**src/hdl/wctrim_pkg.sv**
```systemverilog
`timescale 1ns / 1ps
// ----------------------------------------------------------------------------
// wctrim_pkg
// Shared types, heading codes and duty trim helpers for the wall-centering
// duty trim block.
// ----------------------------------------------------------------------------
package wctrim_pkg;

  localparam int DUTY_W             = 8;
  localparam int HEADING_W          = 3;
  localparam int DUTY_MAX_DEF       = 255;
  localparam int DISTANCE_WIDTH_DEF = 10;

  // heading codes, anything above HDG_270 means no correction
  localparam logic [HEADING_W-1:0] HDG_360 = 3'd0;
  localparam logic [HEADING_W-1:0] HDG_90  = 3'd1;
  localparam logic [HEADING_W-1:0] HDG_180 = 3'd2;
  localparam logic [HEADING_W-1:0] HDG_270 = 3'd3;

  typedef enum logic [1:0] {
    SEL_AC,
    SEL_BD,
    SEL_A,
    SEL_C
  } trim_sel_t;

  typedef struct packed {
    logic [DUTY_W-1:0] a;
    logic [DUTY_W-1:0] c;
    logic [DUTY_W-1:0] bd;
  } levels_t;

  function automatic logic [DUTY_W-1:0] lvl_inc(logic [DUTY_W-1:0] v,
                                                logic [DUTY_W-1:0] dmax);
    return (v >= dmax) ? v : v + 1'b1;
  endfunction

  function automatic logic [DUTY_W-1:0] lvl_dec(logic [DUTY_W-1:0] v);
    return (v == '0) ? v : v - 1'b1;
  endfunction

  function automatic levels_t trim_apply(levels_t l, trim_sel_t sel,
                                         logic [DUTY_W-1:0] dmax);
    levels_t r;
    r = l;
    case (sel)
      SEL_AC: begin
        if (l.a >= dmax || l.c >= dmax) begin
          r.bd = lvl_dec(l.bd);
        end else begin
          r.a = lvl_inc(l.a, dmax);
          r.c = lvl_inc(l.c, dmax);
        end
      end
      SEL_BD: begin
        if (l.bd >= dmax) begin
          r.a = lvl_dec(l.a);
          r.c = lvl_dec(l.c);
        end else begin
          r.bd = lvl_inc(l.bd, dmax);
        end
      end
      SEL_A: begin
        if (l.a < dmax) r.a = lvl_inc(l.a, dmax);
        else            r.c = lvl_dec(l.c);
      end
      default: begin
        if (l.c < dmax) r.c = lvl_inc(l.c, dmax);
        else            r.a = lvl_dec(l.a);
      end
    endcase
    return r;
  endfunction

endpackage

```
**src/hdl/wctrim_step.sv**
```systemverilog
`timescale 1ns / 1ps
// ----------------------------------------------------------------------------
// wctrim_step
// One trim pass: centering on an opposite side pair, then twist correction
// on a corner pair, applied to the current duty levels.
// ----------------------------------------------------------------------------
module wctrim_step
  import wctrim_pkg::*;
#(
  parameter int DUTY_MAX       = DUTY_MAX_DEF,
  parameter int DISTANCE_WIDTH = DISTANCE_WIDTH_DEF
) (
  input  levels_t                   lvl_cur,
  input  logic [DISTANCE_WIDTH-1:0] dist_front,
  input  logic [DISTANCE_WIDTH-1:0] dist_right,
  input  logic [DISTANCE_WIDTH-1:0] dist_back,
  input  logic [DISTANCE_WIDTH-1:0] dist_left,
  input  logic [DISTANCE_WIDTH-1:0] dist_front_right,
  input  logic [DISTANCE_WIDTH-1:0] dist_back_right,
  input  logic [DISTANCE_WIDTH-1:0] dist_back_left,
  input  logic [DISTANCE_WIDTH-1:0] dist_front_left,
  input  logic [HEADING_W-1:0]      heading,
  output levels_t                   lvl_nxt
);

  localparam logic [DUTY_W-1:0] DMAX = DUTY_W'(DUTY_MAX);

  logic [DISTANCE_WIDTH-1:0] cen_x, cen_y, tw_x, tw_y;
  trim_sel_t                 cen_gt, cen_lt, tw_gt, tw_lt;
  logic                      hdg_ok;
  levels_t                   lvl_mid;

  always_comb begin
    hdg_ok = 1'b1;
    cen_x  = dist_left;
    cen_y  = dist_right;
    cen_gt = SEL_AC;
    cen_lt = SEL_BD;
    tw_x   = dist_front_right;
    tw_y   = dist_back_right;
    tw_gt  = SEL_C;
    tw_lt  = SEL_A;
    case (heading)
      HDG_360: begin
      end
      HDG_90: begin
        cen_x  = dist_front;
        cen_y  = dist_back;
        cen_gt = SEL_BD;
        cen_lt = SEL_AC;
        tw_y   = dist_front_left;
      end
      HDG_180: begin
        cen_gt = SEL_BD;
        cen_lt = SEL_AC;
        tw_x   = dist_back_left;
        tw_y   = dist_front_left;
        tw_gt  = SEL_A;
        tw_lt  = SEL_C;
      end
      HDG_270: begin
        cen_x = dist_front;
        cen_y = dist_back;
        tw_x  = dist_back_right;
        tw_y  = dist_back_left;
      end
      default: hdg_ok = 1'b0;
    endcase
  end

  always_comb begin
    lvl_mid = lvl_cur;
    if (hdg_ok && cen_x != cen_y) begin
      lvl_mid = trim_apply(lvl_cur, (cen_x > cen_y) ? cen_gt : cen_lt, DMAX);
    end
    lvl_nxt = lvl_mid;
    if (hdg_ok && tw_x != tw_y) begin
      lvl_nxt = trim_apply(lvl_mid, (tw_x > tw_y) ? tw_gt : tw_lt, DMAX);
    end
  end

endmodule

```
**src/hdl/wall_centering_duty_trim.sv**
```systemverilog
`timescale 1ns / 1ps
// ----------------------------------------------------------------------------
// wall_centering_duty_trim
// Path: an input transaction passes through the input register and then the
// duty level register before its result transaction appears.
// Throughput: one transaction per cycle while out_stall is low; the duty level register is the
// result register, updated as a frame moves out of the input register.
// Reset: synchronous active-low rst_n clears both valid flags and sets all
// three duty levels to zero.
// ----------------------------------------------------------------------------
module wall_centering_duty_trim
  import wctrim_pkg::*;
#(
  parameter int DUTY_MAX       = DUTY_MAX_DEF,
  parameter int DISTANCE_WIDTH = DISTANCE_WIDTH_DEF
) (
  input  logic                      clk,
  input  logic                      rst_n,
  input  logic                      in_valid,
  output logic                      in_stall,
  input  logic [DISTANCE_WIDTH-1:0] in_dist_front,
  input  logic [DISTANCE_WIDTH-1:0] in_dist_right,
  input  logic [DISTANCE_WIDTH-1:0] in_dist_back,
  input  logic [DISTANCE_WIDTH-1:0] in_dist_left,
  input  logic [DISTANCE_WIDTH-1:0] in_dist_front_right,
  input  logic [DISTANCE_WIDTH-1:0] in_dist_back_right,
  input  logic [DISTANCE_WIDTH-1:0] in_dist_back_left,
  input  logic [DISTANCE_WIDTH-1:0] in_dist_front_left,
  input  logic [HEADING_W-1:0]      in_heading,
  output logic                      out_valid,
  input  logic                      out_stall,
  output logic [DUTY_W-1:0]         out_duty_a,
  output logic [DUTY_W-1:0]         out_duty_c,
  output logic [DUTY_W-1:0]         out_duty_bd
);

  logic                      s1_valid_r, s1_valid_nxt;
  logic                      out_valid_r, out_valid_nxt;
  logic [DISTANCE_WIDTH-1:0] front_r, right_r, back_r, left_r;
  logic [DISTANCE_WIDTH-1:0] front_right_r, back_right_r, back_left_r, front_left_r;
  logic [HEADING_W-1:0]      heading_r;
  levels_t                   lvl_r, lvl_nxt, lvl_step;
  logic                      advance, in_take;

  assign advance  = s1_valid_r && (!out_valid_r || !out_stall);
  assign in_stall = s1_valid_r && !advance;
  assign in_take  = in_valid && !in_stall;

  wctrim_step #(
    .DUTY_MAX       (DUTY_MAX),
    .DISTANCE_WIDTH (DISTANCE_WIDTH)
  ) u_step (
    .lvl_cur          (lvl_r),
    .dist_front       (front_r),
    .dist_right       (right_r),
    .dist_back        (back_r),
    .dist_left        (left_r),
    .dist_front_right (front_right_r),
    .dist_back_right  (back_right_r),
    .dist_back_left   (back_left_r),
    .dist_front_left  (front_left_r),
    .heading          (heading_r),
    .lvl_nxt          (lvl_step)
  );

  always_comb begin
    s1_valid_nxt = s1_valid_r;
    if (in_take)      s1_valid_nxt = 1'b1;
    else if (advance) s1_valid_nxt = 1'b0;
    out_valid_nxt = out_valid_r && out_stall;
    if (advance) out_valid_nxt = 1'b1;
    lvl_nxt = advance ? lvl_step : lvl_r;
  end

  always_ff @(posedge clk) begin
    if (!rst_n) begin
      s1_valid_r  <= 1'b0;
      out_valid_r <= 1'b0;
      lvl_r       <= '0;
    end else begin
      s1_valid_r  <= s1_valid_nxt;
      out_valid_r <= out_valid_nxt;
      lvl_r       <= lvl_nxt;
    end
  end

  always_ff @(posedge clk) begin
    if (in_take) begin
      front_r       <= in_dist_front;
      right_r       <= in_dist_right;
      back_r        <= in_dist_back;
      left_r        <= in_dist_left;
      front_right_r <= in_dist_front_right;
      back_right_r  <= in_dist_back_right;
      back_left_r   <= in_dist_back_left;
      front_left_r  <= in_dist_front_left;
      heading_r     <= in_heading;
    end
  end

  assign out_valid   = out_valid_r;
  assign out_duty_a  = lvl_r.a;
  assign out_duty_c  = lvl_r.c;
  assign out_duty_bd = lvl_r.bd;

endmodule

```
**config.mk**
```make
export PLATFORM = sky130hd
export DESIGN_NAME = wall_centering_duty_trim
export DESIGN_NICKNAME = d
export VERILOG_FILES = /design/src/hdl/wctrim_pkg.sv /design/src/hdl/wctrim_step.sv /design/src/hdl/wall_centering_duty_trim.sv
export SDC_FILE = /design/constraint.sdc
export NUM_CORES = 1
export LEC_CHECK = 0
export BUFFER_PORTS_ARGS = -buffer_cell sky130_fd_sc_hd__buf_4
export CELL_PAD_IN_SITES_DETAIL_PLACEMENT = 1
export CELL_PAD_IN_SITES_GLOBAL_PLACEMENT = 2
export CORE_AREA = 2 2 153 155
export CTS_CLUSTER_DIAMETER = 50
export DETAILED_ROUTE_END_ITERATION = 12
export DIE_AREA = 0 0 155 157
export GPL_TIMING_DRIVEN = 1
export PLACE_DENSITY_LB_ADDON = 0.1
export SYNTH_ARGS = -nofsm -noshare
export SYNTH_HDL_FRONTEND = slang
export SYNTH_SLANG_ARGS = --single-unit
```
**constraint.sdc**
```tcl
create_clock -name clk -period 5.4 [get_ports clk]
set_input_delay 0 -clock clk [delete_from_list [all_inputs] [get_ports clk]]
set_output_delay 0 -clock clk [all_outputs]
set_load 0.005 [all_outputs]
```
Yosys cells after proc, flatten, opt, wreduce, memory -nomap -nowiden:

Index checks and enable logic that the tools add are counted.

* bits of input ports: 87
* output and inout port bits: 26
* flip-flop bits (word level): 109

* $add $sub $neg: 12
* mux-type cells: 46
* magnitude comparators: 12
* equality and inequality tests: 9
* reductions and logical operators: 26

Operator list (count)
* $mux W8: 22
* $pmux W16 S3: 2
* $mux W16: 4
* $add A8 B1 Y8 const B: 6
* $ge A8 B8 Y1 const B: 6
* $logic_not A8 Y1: 6
* $mux W24: 2
* $sub A8 B1 Y8 const B: 6
* $pmux W10 S2: 2
* $lt A8 B8 Y1 const B: 4
* $pmux W8 S2: 2
* $gt A10 B10 Y1: 2
* $mux W10: 2
* $ne A10 B10 Y1: 2
* $mux W1: 10
* $eq A3 B2 Y1 const B: 2
* $logic_and A1 B1 Y1: 6
* $eq A2 B1 Y1 const B: 2
* $eq A2 B2 Y1 const B: 2
* $logic_not A1 Y1: 4
* $logic_not A2 Y1: 2
* $reduce_or A2 Y1: 2
* $reduce_or A4 Y1: 1
* $eq A3 B1 Y1 const B: 1
* 3 further kinds: 5

Depth between registers and ports, before layout:

* word-level depth: 13
* mapped depth: 24

Modules after synthesis:

Synthesis repeated with hierarchy kept, for this count alone.

* cells, all modules: 800
* area total of the unflattened synthesis: 7601.0 um^2

Modules (own cells, without submodules)
* wctrim_step: seq. area each 0.0 um^2, cells each 604, area each 4045.1 um^2, times used 1
* wall_centering_duty_trim: seq. area each 3012.9 um^2, cells each 196, area each 3555.9 um^2, times used 1

Worst setup path before layout:

Ideal clock, no wire load.

* kind: register to register
* start: reg heading_r[2]
* end: reg lvl_r, in the netlist out_duty_c[3]
* required time: 5.251 ns
* cell stages (with the launch flop): 24
* arrival time: 5.132 ns
* slack: 0.119 ns
* buffers on the path: 6
* library setup time: 0.149 ns
* cell sequence: edfxtp_1 clkbuf_1 nor2b_1 buf_1 mux2_2 ha_1 and4_4 buf_2 a41oi_1 buf_2 buf_1 nand3_1 mux2i_1 a31oi_1 xnor2_1 inv_1 ha_1 nand2_1 or3_1 clkbuf_1 nor4_2 nand2b_1 a221oi_1 a211oi_1

* longest elaborated chain between the ends: 13
* elaborated cells on any way between the ends: 50

RTL lines
* start, declared: RTL line wall_centering_duty_trim.sv:41 `logic [HEADING_W-1:0] heading_r;`
* start signal, assigned: RTL line wall_centering_duty_trim.sv:97 `heading_r <= in_heading;`
* $eq A3 B1 Y1 / $eq A3 B2 Y1 (equally long branches): RTL line wctrim_step.sv:43 `case (heading)`
* $reduce_or A2 Y1 (no line)
* $mux W10: RTL line wctrim_step.sv:43
* $gt A10 B10 Y1: RTL line wctrim_step.sv:74 `lvl_mid = trim_apply(lvl_cur, (cen_x > cen_y) ? cen_gt : cen_lt, DMAX);`
* $mux W1: RTL line wctrim_step.sv:74
* $eq A2 B2 Y1, or another cell as far along: RTL line wctrim_pkg.sv:46 `case (sel)`
* $pmux W16 S3: RTL line wctrim_pkg.sv:46
* $mux W24: RTL line wctrim_step.sv:73 `if (hdg_ok && cen_x != cen_y) begin`
* $add A8 B1 Y8, or another cell as far along: RTL line wctrim_pkg.sv:35 `return (v >= dmax) ? v : v + 1'b1;`
* $mux W8, or another cell as far along: RTL line wctrim_pkg.sv:35
* $mux W8, or another cell as far along: RTL line wctrim_pkg.sv:68 `if (l.c < dmax) r.c = lvl_inc(l.c, dmax);`
* $pmux W16 S3: RTL line wctrim_pkg.sv:46
* $mux W24 *: RTL line wctrim_step.sv:77 `if (hdg_ok && tw_x != tw_y) begin`
* end signal, assigned: RTL line wall_centering_duty_trim.sv:83 `lvl_r <= lvl_nxt;`
* end, declared: RTL line wall_centering_duty_trim.sv:42 `levels_t lvl_r, lvl_nxt, lvl_step;`

Mark *: on every way between the ends. The rest lies on a longest branch, timed or not.
A chain may end at the register's enable or synchronous reset.

Worst setup path after layout:

* start: reg heading_r[2]
* end: reg lvl_r, in the netlist out_duty_a[4]

* longest elaborated chain between the ends: 13
* elaborated cells on any way between the ends: 50

RTL lines
* $eq A3 B1 Y1 / $eq A3 B2 Y1 (equally long branches): RTL line wctrim_step.sv:43
* $reduce_or A2 Y1 (no line)
* $mux W10: RTL line wctrim_step.sv:43
* $gt A10 B10 Y1: RTL line wctrim_step.sv:74
* $mux W1: RTL line wctrim_step.sv:74
* $eq A2 B2 Y1, or another cell as far along: RTL line wctrim_pkg.sv:46
* $pmux W16 S3: RTL line wctrim_pkg.sv:46
* $mux W24: RTL line wctrim_step.sv:73
* $sub A8 B1 Y8, or another cell as far along: RTL line wctrim_pkg.sv:39 `return (v == '0) ? v : v - 1'b1;`
* $mux W8, or another cell as far along: RTL line wctrim_pkg.sv:39
* $mux W8, or another cell as far along: RTL line wctrim_pkg.sv:68
* $pmux W16 S3: RTL line wctrim_pkg.sv:46
* $mux W24 *: RTL line wctrim_step.sv:77

Marks and branches as above.

==> flow_summary.yaml <==
status:
  status: "finished clean"
detailed_routing:
  vias_per_cell: 5.50
  drc: 0
  drt_iter0_markers: 331
  firstDrtPassIters: 4
  vias: 6828
  wl_per_cell_um: 19.8
  ant_nets: 0
  routed_wl_um: 24600
grt:
  grtUsageTotal: 0.205
  use_met1: 0.257
  grt.busiest_layer: "met2"
  antenna_found_initial: 0
  gr-total-overflow: 0
  gr-usage-met3: 0.0317
  use_met2: 0.367
  grt_pass1_vias: 7275
  grt_pass1_wl_um: 39200
  grt_max_degree: 84
cells_and_area:
  regArea_um2: 3010
  multi_input_area_um2: 4140
  finalInstanceArea_um2: 9890
  area_delta_synth_final_pct: 33.8
  nets: 1077
  drive_gt1_frac: 0.234
  fin_cells: 1241
  fill_cells: 2548
  diodes: 0
placement:
  pre_cts_ws_ns: 0.0977
  portBuffers: 112
  placed_area_um2: 8660
  dpl.hpwl_um: 17200
  place.gp.congestion: 0.816
  place_inst: 1136
timing:
  setup_viol: 0
  tightest_slew_ns: 1.07
  whs_ns: 0.0140
  relSlewSlack: 0.284
  timing.final.ws_setup_ns: 0.228
  hold_viol_final: 0
  fin_worst_skew_ns: 0.0112
  slew_viol_final: 0
  finalCritPeriodShare: 0.958
  fin_crit_ns: 5.17
  max_freq_mhz: 193
pwr:
  worst_ir_drop_vdd_mv: 0.134
  power_mw: 2.46
  power.leakage_nw: 3.88
  power_density_nw_per_um2: 249
synth:
  mappedNetlistNets: 880
  synth_edf_count: 83
  synth.distinct_cells: 81
  syn_area_um2: 7390
  synth_top_area_cell: "edfxtp_1"
  synth.most_common_cell: "edfxtp_1"
  async_reset_ff_frac: 0
  avgSynthCellArea_um2: 9.80
  ys_seq_area_frac: 0.408
  synth_top_area_share: 0.337
  synth-seq-cells: 109
  synthCells: 754
  ys.warnings.count: 0
  synth_common_cells: "83 x edfxtp_1, 61 x nor2_1, 51 x nand2_1, 51 x o21ai_0, 44 x a21oi_1"
  synthTopCellsByArea: "edfxtp_1 34%, dfxtp_1 7.0%, ha_1 6.4%"
  synth_ff_type: "edfxtp_1"
setup_path:
  critPathLaunchType: "register"
  worstSetupPathType: "register to register"
  critical_path_required_ns: 5.66
  crit_chain: "nor2b_2 -> buf_12 -> mux2_2 -> ha_1 -> and4_1 -> and4_1 -> or3_4 -> o211a_2 -> clkinv_8 -> buf_6 -> a2111oi_2 -> or4_4 -> or3_4 -> nor3_4 -> a41oi_1 -> a41o_1 -> a41o_1"
  path_max_fanout: 20
  end_kind: "register"
  worstPathArrival_ns: 5.43
  cp_slowest_stage_delay_ns: 0.61
  slowest_stage: "or4_4"
clocking:
  clock-sinks: 109
  cts-root-buf: "clkbuf_16"
  clkLatencyLatePin_ns: 0.36
  cts_buffers: 9
  cts_tree: "yes"
  h-tree-depth: 3
  path_clk_slew_ns: 0.09
  clock_path_buffers: 2
die:
  die_height_um: 157
  floorplan.initialDensity: 0.328
  fp-row-count: 55
  die_area_um2: 24300
  num_io_pins: 113
  coreArea_um2: 22500
  die_w_um: 155
flow_run:
  cap_violations: 0
worst_hold_path:
  hp-class: "input pin to register"
[report_power, final]
group | switching, mW | total, mW | internal [mW]
logic | 0.419 | 0.761 | 0.342
registers | 0.0438 | 1.00 | 0.956
clock network | 0.370 | 0.700 | 0.330
total | 0.832 | 2.46 | 1.63
[what timing repair did]
action	in CTS	in global routing
hold buffers	85	0
setup endpoints to repair	0	15
gates resized for setup	0	9
endpoints found under the hold margin	85	0
buffers inserted	0	4
[through the flow]
step	TNS, ns	util
floorplan	0	-
global placement	0	0.385
detailed placement	0	0.385
CTS	0	0.436
global route	-0.0284	0.439
finish	0	0.439
[cell usage in the layout (no fill, tap or decap), drive strengths merged, types with 12 or more instances in the layout]
master	synthesis	routed
xnor2	12	12
edfxtp	83	83
mux2i	34	34
ha	38	38
or3	12	12
nand4	18	18
dlygate4sd3	0	85
nor3	25	25
a31oi	12	12
inv	18	22
buf	13	150
o21ai	52	52
nor4	13	13
a21oi	44	44
dfxtp	26	26
nor2	61	61
mux2	26	26
nand2	51	51
nand3	21	21
a211oi	12	12
[metal layers]
layer  part of all wire  up-vias
li1                   -     3299
met1               0.44     3367
met2               0.51      139
met3              0.037       23
met4              0.013        0
met5                  0        -
[path summary, 6_finish.rpt]
path / end / cells after the start / slack [ns] / start
setup / recovery: out_duty_a[4] / 17 / 0.23 / heading_r[2]
hold / removal: out_duty_c[7] / 3 / 0.01 / rst_n
setup reg to reg: out_duty_a[4] / 17 / 0.23 / heading_r[2]
hold reg to reg: out_duty_bd[7] / 2 / 0.53 / out_duty_bd[7]
[kinds of logic (layout without fill, tap and decap cells)]
group	Yosys count	in the layout	synth area share
simple gates	255	255	0.187
fa+ha+maj	39	39	0.0670
compound gates	207	207	0.194
flops	109	109	0.408
mux	60	60	0.0857
xor+xnor	16	16	0.0190
buf+inv	68	270	0.0400
[registers in the layout (all words and copies together) (netlist names), 3 cells and up]
name	count
heading_r	3
out_duty_c	8
right_r	10
left_r	10
front_left_r	10
back_left_r	10
back_r	10
out_duty_bd	8
out_duty_a	8
front_r	10
front_right_r	10
back_right_r	10
[critical path: cells and delay by family (launching register included)]
kind,cells,cell delay [ns]
compound gates,5,1.04
fa+ha+maj,1,0.33
buf+inv,3,0.47
flops,1,0.40
mux,1,0.36
simple gates,7,2.46
[cell type report]
cell class / count / area share
clock inverters: 7 / 0.00734
inverters: 19 / 0.00848
flip-flops and latches: 109 / 0.305
repair buffers: 235 / 0.202
clock buffers: 9 / 0.0228
well taps: 285 / 0.0361
multi-input cells: 577 / 0.419
Note: power is estimated with default switching activity, not from simulation.
